$ cat src/rtl/rau_pkg.sv
// ----------------------------------------------------------------------------
// rau_pkg
// Shared types and constants of the rational arithmetic unit.
// ----------------------------------------------------------------------------
package rau_pkg;

	localparam logic [1:0] FUNC_ADD = 2'd0;
	localparam logic [1:0] FUNC_SUB = 2'd1;
	localparam logic [1:0] FUNC_MUL = 2'd2;
	localparam logic [1:0] FUNC_DIV = 2'd3;

	localparam logic [1:0] ST_OK   = 2'd0;
	localparam logic [1:0] ST_DIVZ = 2'd1;
	localparam logic [1:0] ST_OVF  = 2'd2;

	typedef struct packed {
		logic [1:0]  func;
		logic [31:0] a_num;
		logic [30:0] a_den;
		logic [31:0] b_num;
		logic [30:0] b_den;
	} rau_in_t;

	typedef struct packed {
		logic [31:0] res_num;
		logic [30:0] res_den;
		logic        equal;
		logic [1:0]  status;
	} rau_out_t;

	typedef enum logic [3:0] {
		S_IDLE, S_MUL1, S_MUL2, S_COMB, S_GCD, S_DIVN, S_DIVD, S_DONE
	} rau_state_t;

	// controller -> datapath
	typedef struct packed {
		logic load;
		logic mul1;
		logic mul2;
		logic comb;
		logic gcd_step;
		logic div_init_n;
		logic div_init_d;
		logic div_step;
		logic div_take_n;
		logic fin;
	} rau_cmd_t;

	// datapath -> controller
	typedef struct packed {
		logic bad;
		logic n_zero;
		logic gcd_done;
		logic div_last;
	} rau_sts_t;

endpackage

$ cat src/rtl/rau_ctrl.sv
// ----------------------------------------------------------------------------
// rau_ctrl
// Sequencer: multiply, combine, gcd loop, two exact divisions, result.
// ----------------------------------------------------------------------------
module rau_ctrl import rau_pkg::*; (
	input  logic       clk,
	input  logic       arst_n,
	input  logic       start,
	input  rau_sts_t   sts,
	output rau_cmd_t   cmd,
	output logic       busy,
	output logic       done
);

	rau_state_t state_q, state_d;
	logic       done_q;

	always_ff @(posedge clk or negedge arst_n) begin
		if (!arst_n) begin
			state_q <= S_IDLE;
			done_q <= 1'b0;
		end else begin
			state_q <= state_d;
			done_q <= (state_q == S_DONE);
		end
	end

	assign done = done_q;

	always_comb begin
		state_d = state_q;
		cmd = '0;
		busy = 1'b1;
		unique case (state_q)
			S_IDLE: begin
				busy = 1'b0;
				if (start) begin
					cmd.load = 1'b1;
					state_d = S_MUL1;
				end
			end
			S_MUL1: begin
				cmd.mul1 = 1'b1;
				state_d = S_MUL2;
			end
			S_MUL2: begin
				cmd.mul2 = 1'b1;
				state_d = S_COMB;
			end
			S_COMB: begin
				cmd.comb = 1'b1;
				state_d = S_GCD;
			end
			S_GCD: begin
				if (sts.bad || sts.n_zero) state_d = S_DONE;
				else if (sts.gcd_done) begin
					cmd.div_init_n = 1'b1;
					state_d = S_DIVN;
				end else cmd.gcd_step = 1'b1;
			end
			S_DIVN: begin
				cmd.div_step = 1'b1;
				if (sts.div_last) begin
					cmd.div_take_n = 1'b1;
					cmd.div_init_d = 1'b1;
					state_d = S_DIVD;
				end
			end
			S_DIVD: begin
				cmd.div_step = 1'b1;
				if (sts.div_last) state_d = S_DONE;
			end
			S_DONE: begin
				cmd.fin = 1'b1;
				state_d = S_IDLE;
			end
			default: state_d = S_IDLE;
		endcase
	end

endmodule

$ cat config.mk
export PLATFORM = sky130hd
export DESIGN_NAME = rau_ctrl
export DESIGN_NICKNAME = d
export VERILOG_FILES = /design/src/rtl/rau_pkg.sv /design/src/rtl/rau_ctrl.sv
export SDC_FILE = /design/constraint.sdc
export NUM_CORES = 1
export LEC_CHECK = 0
export BUFFER_PORTS_ARGS = -buffer_cell sky130_fd_sc_hd__buf_4
export CAP_MARGIN = 20
export CELL_PAD_IN_SITES_DETAIL_PLACEMENT = 1
export CELL_PAD_IN_SITES_GLOBAL_PLACEMENT = 1
export CORE_AREA = 2 2 39 41
export DETAILED_ROUTE_END_ITERATION = 8
export DIE_AREA = 0 0 41 43
export PLACE_DENSITY = 0.75
export REMOVE_ABC_BUFFERS = 1
export SETUP_SLACK_MARGIN = 0.3
export SYNTH_ARGS = -nofsm -noshare
export SYNTH_HDL_FRONTEND = slang
export SYNTH_SLANG_ARGS = --single-unit
$ cat constraint.sdc
create_clock -name clk -period 1.55 [get_ports clk]
set_input_delay 0.2325 -clock clk [delete_from_list [all_inputs] [get_ports clk]]
set_output_delay 0.2325 -clock clk [all_outputs]
set_load 0.01 [all_outputs]
==> impl_metrics.yaml, run 1 <==
floorplan:
  start_util_pct: 23.51
  row_count: 14
  fp.dieH_um: 43
  die_area_um2: 1763
  die_x_um: 41
  core-area_um2: 1384
  io_pins: 19
detailed_routing:
  wl_per_cell_um: 11.01
  dr.pass1.iters: 1
  postRouteAntennaNets: 0
  drc: 0
  num_vias: 346
  via_per_inst: 4.325
  routed_wl_um: 881
  drtIter0Drc: 0
grt:
  grt_pass1_wl_mm: 1.276
  grt_overflow: 0
  grt_max_degree: 7
  grt_pass1_vias: 324
  track_usage_pct: 10.69
  antenna_found_initial: 0
synthesis:
  avgSynthCellArea_um2: 9.568
  synth.distinct_cells: 24
  synth_warnings: 0
  synthCells: 34
  ys_ff_latch: 4
  yosysSeqAreaShare_pct: 30.77
  syn_area_um2: 325.3
final_layout:
  final_core_util_pct: 46.93
  insertedDiodeCount: 0
  layout.nets: 73
  final_cell_mix: "buf_4, buf_6, clkbuf_4, dfrtp_2"
  drive_gt1_share_pct: 82.81
  area_growth_pct: 99.62
  fillers: 168
  mostFrequentLayoutCell: "buf_4"
power:
  p_leak_nw: 0.3148
  switchingPower_mw: 0.5017
  comb_power_share_pct: 72.2
  power_mw: 1.309
  switching_share_pct: 38.33
  pwr-share-clk_pct: 9.8
  pwr-share-seq_pct: 17.9
  pwr_density_cell_nw_per_um2: 2016
  intPower_mw: 0.8071
  peakVddDrop_mv: 0.7000
setup_path:
  cp_max_fo: 5
  cp.arrival_ps: 1250
  path_cells: "or3_4 -> nor2_2 -> buf_4"
  r2r_cells: 4
  reg2reg_slack_ps: 390
  cp-endpoint: "cmd[9]"
  critPathCaptureType: "primary output"
  startpoint_type: "register"
  cp_slowest_stage_delay_ps: 430
  worstSetupPathType: "register to primary output"
  timing.rr.end: "state_q[0]"
  crit_start: "state_q[1]"
  critPathRequiredTime_ps: 1320
  critPathSlowestCell: "dfrtp_2"
  rr_startpoint: "state_q[0]"
outcome:
  status: "finished clean"
sta:
  fmax_mhz: 673.7
  finalCriticalPeriod_ps: 1484
  setup_tns_ps: 0
  tightestPinTransition_ps: 223.5
  max-slew-margin-rel_pct: 84.96
  final_hold_viol_count: 0
  rsz0062_at_grt: "yes"
  period_share_pct: 95.77
  setup_viol: 0
  skew_ps: 1.477
  drv_slew: 0
clock_network:
  clockBufferDepth: 2
  cts_root_buf: "clkbuf_4"
  path_clk_slew_ps: 40
  htree_levels: 1
  clkLatencyLatePin_ps: 230
  cts_made_buffers: 3
  cts_tree: "yes"
  cts.sinks: 4
job:
  maxCapViolations: 0
placement:
  post-dp-hpwl_um: 550
  portBuffers: 18
  finalWeightedCongestion: 0.7368
min_path:
  hp-class: "input pin to async pin"
## worst min path at each step
stage	cells past startpoint	slack (ps)	endpoint	start
after CTS	2	330	done	arst_n
after global routing	2	330	done	arst_n
after global placement	1	30	done	arst_n
after floorplan	0	-60	done	arst_n
final	2	330	state_q[1]	arst_n
after detailed placement	1	30	done	arst_n
## cell type report
cell class / instances / area (µm²) / area share, %
Timing Repair Buffer: 31 / 257.7 / 39.69
Multi-Input combinational cell: 24 / 237.7 / 36.61
Sequential cell: 4 / 103.9 / 15.99
Clock buffer: 3 / 22.52 / 3.468
Tap cell: 16 / 20.02 / 3.083
Inverter: 2 / 7.507 / 1.156
## per-layer routing
| metal | wire (µm) | GRT usage, % | up-vias | share of wire [%] |
|---|---|---|---|---|
| met4 | 15 | 6.000 | 0 | 1.7 |
| li1 | - | - | 172 | - |
| met5 | 0 | 0 | - | 0 |
| met3 | 50 | 2.094 | 2 | 5.7 |
| met2 | 486 | 16.25 | 13 | 55 |
| met1 | 328 | 13.36 | 159 | 37 |
## synth_stat cells
library cell  number  area [µm²]
nor2_1             4       15.01
o21ba_2            1       10.01
buf_2              2       10.01
o22ai_1            1       6.260
and3_2             1       7.510
dfrtp_1            4       100.1
or3_4              1       11.26
a22o_1             1       8.760
inv_1              2       7.510
nor2b_4            1       13.76
xnor2_1            1       8.760
nor3_2             1       10.01
buf_4              1       7.510
nor4_1             1       6.260
or2_2              1       6.260
nand2_1            2       7.510
a21oi_1            1       5.000
nor3b_1            1       7.510
nor2_2             1       6.260
nand2b_4           1       13.76
nor4_4             1       21.27
a21boi_2           1       11.26
nand2b_1           2       12.51
buf_6              1       11.26
## registers in the layout, indices dropped and copies added (netlist names)
register  cells
done          1
state_q       3
## per-stage QoR
| step | instances | instance area [µm²] | worst slack (ps) | hold WS [ps] |
|---|---|---|---|---|
| after floorplan | 30 | 296.5 | 268.1 | -63.09 |
| after global placement | 65 | 459.2 | 254.0 | 28.40 |
| after detailed placement | 65 | 459.2 | 227.5 | 28.92 |
| after CTS | 79 | 581.8 | 65.13 | 328.8 |
| after global routing | 80 | 649.4 | 15.22 | 330.5 |
| final | 80 | 649.4 | 65.63 | 331.8 |
## logic make-up (layout without fill, tap and decap cells)
group	after synthesis	after routing	share of synthesized area, %
AO/OA/AOI/OAI	5	5	12.69
XOR/XNOR	1	1	2.693
buffers and inverters	6	36	11.16
flip-flops	4	4	30.77
AND/OR/NAND/NOR	18	18	42.69
## worst max-delay path: cells and delay by family, from the launching register on
kind / cells / cell delay, ps
DFF: 1 / 430
buffers and inverters: 1 / 120
and+or+nand+nor: 2 / 480
## power groups by stage
stage / registers [mW] / logic, mW / clock network [mW]
2_1_floorplan: 0.259 / 0.311 / 0
3_3_place_gp: 0.260 / 0.525 / 0
3_5_place_dp: 0.271 / 0.536 / 0
4_1_cts: 0.234 / 0.798 / 0.130
5_1_grt: 0.245 / 1.03 / 0.143
6_report: 0.235 / 0.946 / 0.128
## what timing repair did
item	in CTS	in global routing
hold endpoints to repair	4	0
pin swaps	1	4
gates resized for setup	6	16
setup endpoints to repair	11	11
buffers inserted	10	1
hold buffers	1	0
Power figures use the tool's default switching activity.
==> run 2: changes to the inputs <==
==> constraint.sdc (replaced) <==
create_clock -name clk -period 1.9 [get_ports clk]
set_input_delay 0.285 -clock clk [delete_from_list [all_inputs] [get_ports clk]]
set_output_delay 0.285 -clock clk [all_outputs]
set_load 0.01 [all_outputs]
==> impl_metrics.yaml, run 2 (synthesized netlist as in run 1, its figures left out) <==
sta:
  tightestPinTransition_ps: 223.4
  hold_ws_ps: 383.5
  setup_slack_ps: 328.8
  skew_ps: 8.882
  setup_tns_ps: 0
  rsz0062_at_grt: "yes"
  period_share_pct: 82.70
  drv_slew: 0
  finalCriticalPeriod_ps: 1571
  final_hold_viol_count: 0
  setup_viol: 0
  fmax_mhz: 636.4
  max-slew-margin-rel_pct: 84.97
final_layout:
  area_growth_pct: 61.54
  mostFrequentLayoutCell: "buf_4"
  fin_area_um2: 525.5
  largest_register: "state_q"
  final_cell_mix: "buf_4, nor2_1, clkbuf_4, dfrtp_2"
  largest_reg_flops: 3
  layout.nets: 66
  drive_gt1_share_pct: 68.42
  insertedDiodeCount: 0
  final_core_util_pct: 37.97
detailed_routing:
  drc: 0
  postRouteAntennaNets: 0
  routed_wl_um: 793
  drtIter0Drc: 1
  dr.pass1.iters: 2
  num_vias: 319
  wl_per_cell_um: 10.86
  via_per_inst: 4.370
grt:
  antenna_found_initial: 0
  grt_max_degree: 13
  grt_pass1_wl_mm: 1.207
  track_usage_pct: 10.66
  grt_pass1_vias: 312
  grt_overflow: 0
power:
  pwr-share-seq_pct: 26.1
  comb_power_share_pct: 60.8
  pwr_density_cell_nw_per_um2: 1568
  pwr-share-clk_pct: 13.1
  switchingPower_mw: 0.3262
  p_leak_nw: 0.2574
  peakVddDrop_mv: 0.5561
  switching_share_pct: 39.58
  intPower_mw: 0.4980
clock_network:
  cts_made_buffers: 3
  path_clk_slew_ps: 40
  clkLatencyLatePin_ps: 240
  clockBufferDepth: 2
  htree_levels: 1
  cts_root_buf: "clkbuf_4"
  cts.sinks: 4
  cts_tree: "yes"
setup_path:
  cp.arrival_ps: 1290
  worstSetupPathType: "register to primary output"
  cp_max_fo: 7
  startpoint_type: "register"
  critPathCaptureType: "primary output"
  critPathRequiredTime_ps: 1620
floorplan:
  fp.dieH_um: 43
  start_util_pct: 23.51
  die_area_um2: 1763
  row_count: 14
  die_x_um: 41
  io_pins: 19
  core-area_um2: 1384
placement:
  post-dp-hpwl_um: 512.5
  postPlaceCellArea_um2: 451.7
  portBuffers: 18
  pre_cts_slack_ps: 468.8
  finalWeightedCongestion: 0.6671
job:
  maxCapViolations: 0
min_path:
  hp-class: "input pin to async pin"
outcome:
  status: "finished clean"
run 2: changes by cell type in the layout (fill, tap and decap cells not counted), sizes merged:
| cell | delta |
|---|---|
| buf | -7 |
run 2: power groups by stage:
stage | clock network (mW) | logic, mW | registers [mW]
2_1_floorplan | 0 | 0.253 | 0.211
3_3_place_gp | 0 | 0.398 | 0.229
3_5_place_dp | 0 | 0.405 | 0.234
4_1_cts | 0.111 | 0.482 | 0.216
5_1_grt | 0.112 | 0.546 | 0.227
6_report | 0.108 | 0.501 | 0.215
run 2: final cells by class:
| cell class | count | area [µm²] |
|---|---|---|
| fill | 167 | 858.3 |
| clock buffer | 3 | 22.52 |
| sequential | 4 | 103.9 |
| inverter | 2 | 7.507 |
| timing repair buffer | 24 | 182.7 |
| multi-input combinational | 24 | 188.9 |
| tap | 16 | 20.02 |
run 2: path summary, 6_finish.rpt:
| kind | cells past startpoint | slack [ps] | start | end |
|---|---|---|---|---|
| setup / recovery | 3 | 330 | state_q[1] | cmd[5] |
| hold / removal | 2 | 380 | arst_n | state_q[1] |
| setup reg to reg | 4 | 700 | state_q[1] | state_q[0] |
| hold reg to reg | 1 | 630 | state_q[0] | state_q[1] |
| max in group asynchronous | 2 | 1400 | arst_n | state_q[0] |
| min in group clk | 3 | 390 | sts[0] | state_q[0] |
run 2: critical path, cell delays in order (launching register included):
cell and delay [ps]:
dfrtp_2 440, nand2b_4 170, nor4_4 270, buf_4 170
run 2: repair_timing:
| action | 4_1_cts | 5_1_grt |
|---|---|---|
| pin swaps | 0 | 1 |
| setup buffers | 3 | 2 |
| cloned | 0 | 0 |
| hold endpoints to repair | 4 | 0 |
| gates resized for setup | 3 | 0 |
| setup endpoints to repair | 4 | 2 |
| hold buffers | 1 | 0 |
run 2: metal layers:
metal  global-route usage, %  share of wire, %  vias up
met3                   3.141               6.3        2
li1                        -                 -      159
met1                   11.00                36      145
met4                   10.00               1.8        0
met2                   15.94                56       13
met5                       0                 0        -
run 2: through the flow:
step           instances  power, mW
2_1_floorplan         30     0.4644
3_3_place_gp          64     0.6277
3_5_place_dp          64     0.6384
4_1_cts               71     0.8099
5_1_grt               73     0.8856
6_report              73     0.8242
==> run 3: changes to the inputs <==
--- a/config.mk
+++ b/config.mk
@@ -9,9 +9,9 @@
 export CAP_MARGIN = 20
 export CELL_PAD_IN_SITES_DETAIL_PLACEMENT = 1
 export CELL_PAD_IN_SITES_GLOBAL_PLACEMENT = 1
-export CORE_AREA = 2 2 39 41
+export CORE_AREA = 2 2 40 42
 export DETAILED_ROUTE_END_ITERATION = 8
-export DIE_AREA = 0 0 41 43
+export DIE_AREA = 0 0 42 44
 export PLACE_DENSITY = 0.75
 export REMOVE_ABC_BUFFERS = 1
 export SETUP_SLACK_MARGIN = 0.3
==> constraint.sdc (replaced) <==
create_clock -name clk -period 1.4 [get_ports clk]
set_input_delay 0.21 -clock clk [delete_from_list [all_inputs] [get_ports clk]]
set_output_delay 0.21 -clock clk [all_outputs]
set_load 0.01 [all_outputs]
==> impl_metrics.yaml, run 3 (synthesized netlist as in run 1, its figures left out) <==
outcome:
  status: "finished, violations left"
  violations: "setup timing"
floorplan:
  fp.dieH_um: 44
  io_pins: 19
  die_x_um: 42
  core-area_um2: 1419
  start_util_pct: 22.93
  row_count: 14
  die_area_um2: 1848
clock_network:
  clkLatencyLatePin_ps: 230
  clockBufferDepth: 2
  path_clk_slew_ps: 40
  htree_levels: 1
  cts_root_buf: "clkbuf_4"
  cts.sinks: 4
  cts_made_buffers: 3
  cts_tree: "yes"
grt:
  grt_pass1_wl_mm: 1.593
  track_usage_pct: 12.21
  grt_max_degree: 9
  grt_pass1_vias: 372
  grt_overflow: 0
  antenna_found_initial: 0
power:
  pwr-share-seq_pct: 20.5
  pwr-share-clk_pct: 10.1
  comb_power_share_pct: 69.4
  peakVddDrop_mv: 0.7773
  switching_share_pct: 38.72
  intPower_mw: 0.8376
  pwr_density_cell_nw_per_um2: 2216
  p_leak_nw: 0.2960
  power_mw: 1.367
  switchingPower_mw: 0.5291
placement:
  pre_cts_slack_ps: 87.22
  portBuffers: 18
  postPlaceCellArea_um2: 459.2
  finalWeightedCongestion: 0.7147
  post-dp-hpwl_um: 577.7
setup_path:
  cp_max_fo: 8
  worstSetupPathType: "register to primary output"
  startpoint_type: "register"
  critPathCaptureType: "primary output"
  critPathRequiredTime_ps: 1190
  cp.arrival_ps: 1270
sta:
  period_share_pct: 105.5
  final_hold_viol_count: 0
  fmax_mhz: 677.3
  setup_tns_ps: -275.5
  tightestPinTransition_ps: 241.4
  setup_slack_ps: -76.37
  drv_slew: 0
  skew_ps: 1.726
  max-slew-margin-rel_pct: 83.79
  setup_viol: 8
  finalCriticalPeriod_ps: 1476
  rsz0062_at_grt: "yes"
final_layout:
  final_cell_mix: "buf_4, clkbuf_4, buf_6, dfrtp_2"
  largest_register: "state_q"
  fillers: 168
  fin_area_um2: 616.8
  mostFrequentLayoutCell: "buf_4"
  layout.nets: 72
  area_growth_pct: 89.62
  insertedDiodeCount: 0
  drive_gt1_share_pct: 80.95
  largest_reg_flops: 3
job:
  maxCapViolations: 0
detailed_routing:
  via_per_inst: 4.380
  drtIter0Drc: 9
  dr.pass1.iters: 2
  drc: 0
  routed_wl_um: 990
  wl_per_cell_um: 12.53
  postRouteAntennaNets: 0
  num_vias: 346
min_path:
  hp-class: "input pin to async pin"
-- run 3: cell count changes in the layout (fill, tap and decap cells not counted), sizes merged --
cell  before  now
buf       23   29
-- run 3: per-stage QoR --
step / cells / hold WS [ps] / util [%]
final: 79 / 319.9 / 43.47
after CTS: 78 / 299.9 / 41.62
after global routing: 79 / 307.5 / 43.47
after detailed placement: 65 / 6.450 / 32.36
after floorplan: 30 / -85.59 / -
after global placement: 65 / 5.920 / 32.36
-- run 3: critical path, stage by stage, from the launching register on --
cell	delay (ps)
dfrtp_2	470
or3_4	370
nor2_4	90
buf_6	100
-- run 3: worst paths after layout --
path,start,to,slack (ps),depth (start not counted)
min in group clk,sts[0],state_q[0],320,3
min reg2reg,state_q[2],state_q[2],720,2
max reg2reg,state_q[0],state_q[0],210,4
max in group asynchronous,arst_n,state_q[2],970,2
min,arst_n,state_q[0],320,2
max,state_q[0],cmd[9],-80,3
-- run 3: per-layer routing --
layer / track usage, % / wire (µm) / vias up
met5: 0 / 0 / -
met4: 7.742 / 0 / 0
met3: 2.500 / 45 / 0
met2: 21.88 / 552 / 11
met1: 13.10 / 392 / 165
li1: - / - / 170
-- run 3: final cells by class --
class                           instances  area, µm²  area share [%]
Inverter                                2      7.507           1.217
Sequential cell                         4      103.9           16.84
Multi-Input combinational cell         24      224.0           36.31
Tap cell                               16      20.02           3.245
Timing Repair Buffer                   30      239.0           38.74
Clock buffer                            3      22.52           3.651
-- run 3: power by group through the flow --
stage | Sequential, mW | Clock (mW) | Combinational, mW
floorplan | 0.286 | 0 | 0.344
global placement | 0.283 | 0 | 0.592
detailed placement | 0.291 | 0 | 0.599
CTS | 0.268 | 0.144 | 0.885
global route | 0.293 | 0.154 | 1.01
finish | 0.281 | 0.138 | 0.949
-- run 3: repair_timing --
action | in CTS | in global routing
endpoints found under the hold margin | 4 | 0
pin swaps | 2 | 2
gates resized for setup | 9 | 5
hold buffers | 1 | 0
buffers inserted | 9 | 1
setup endpoints to repair | 12 | 13
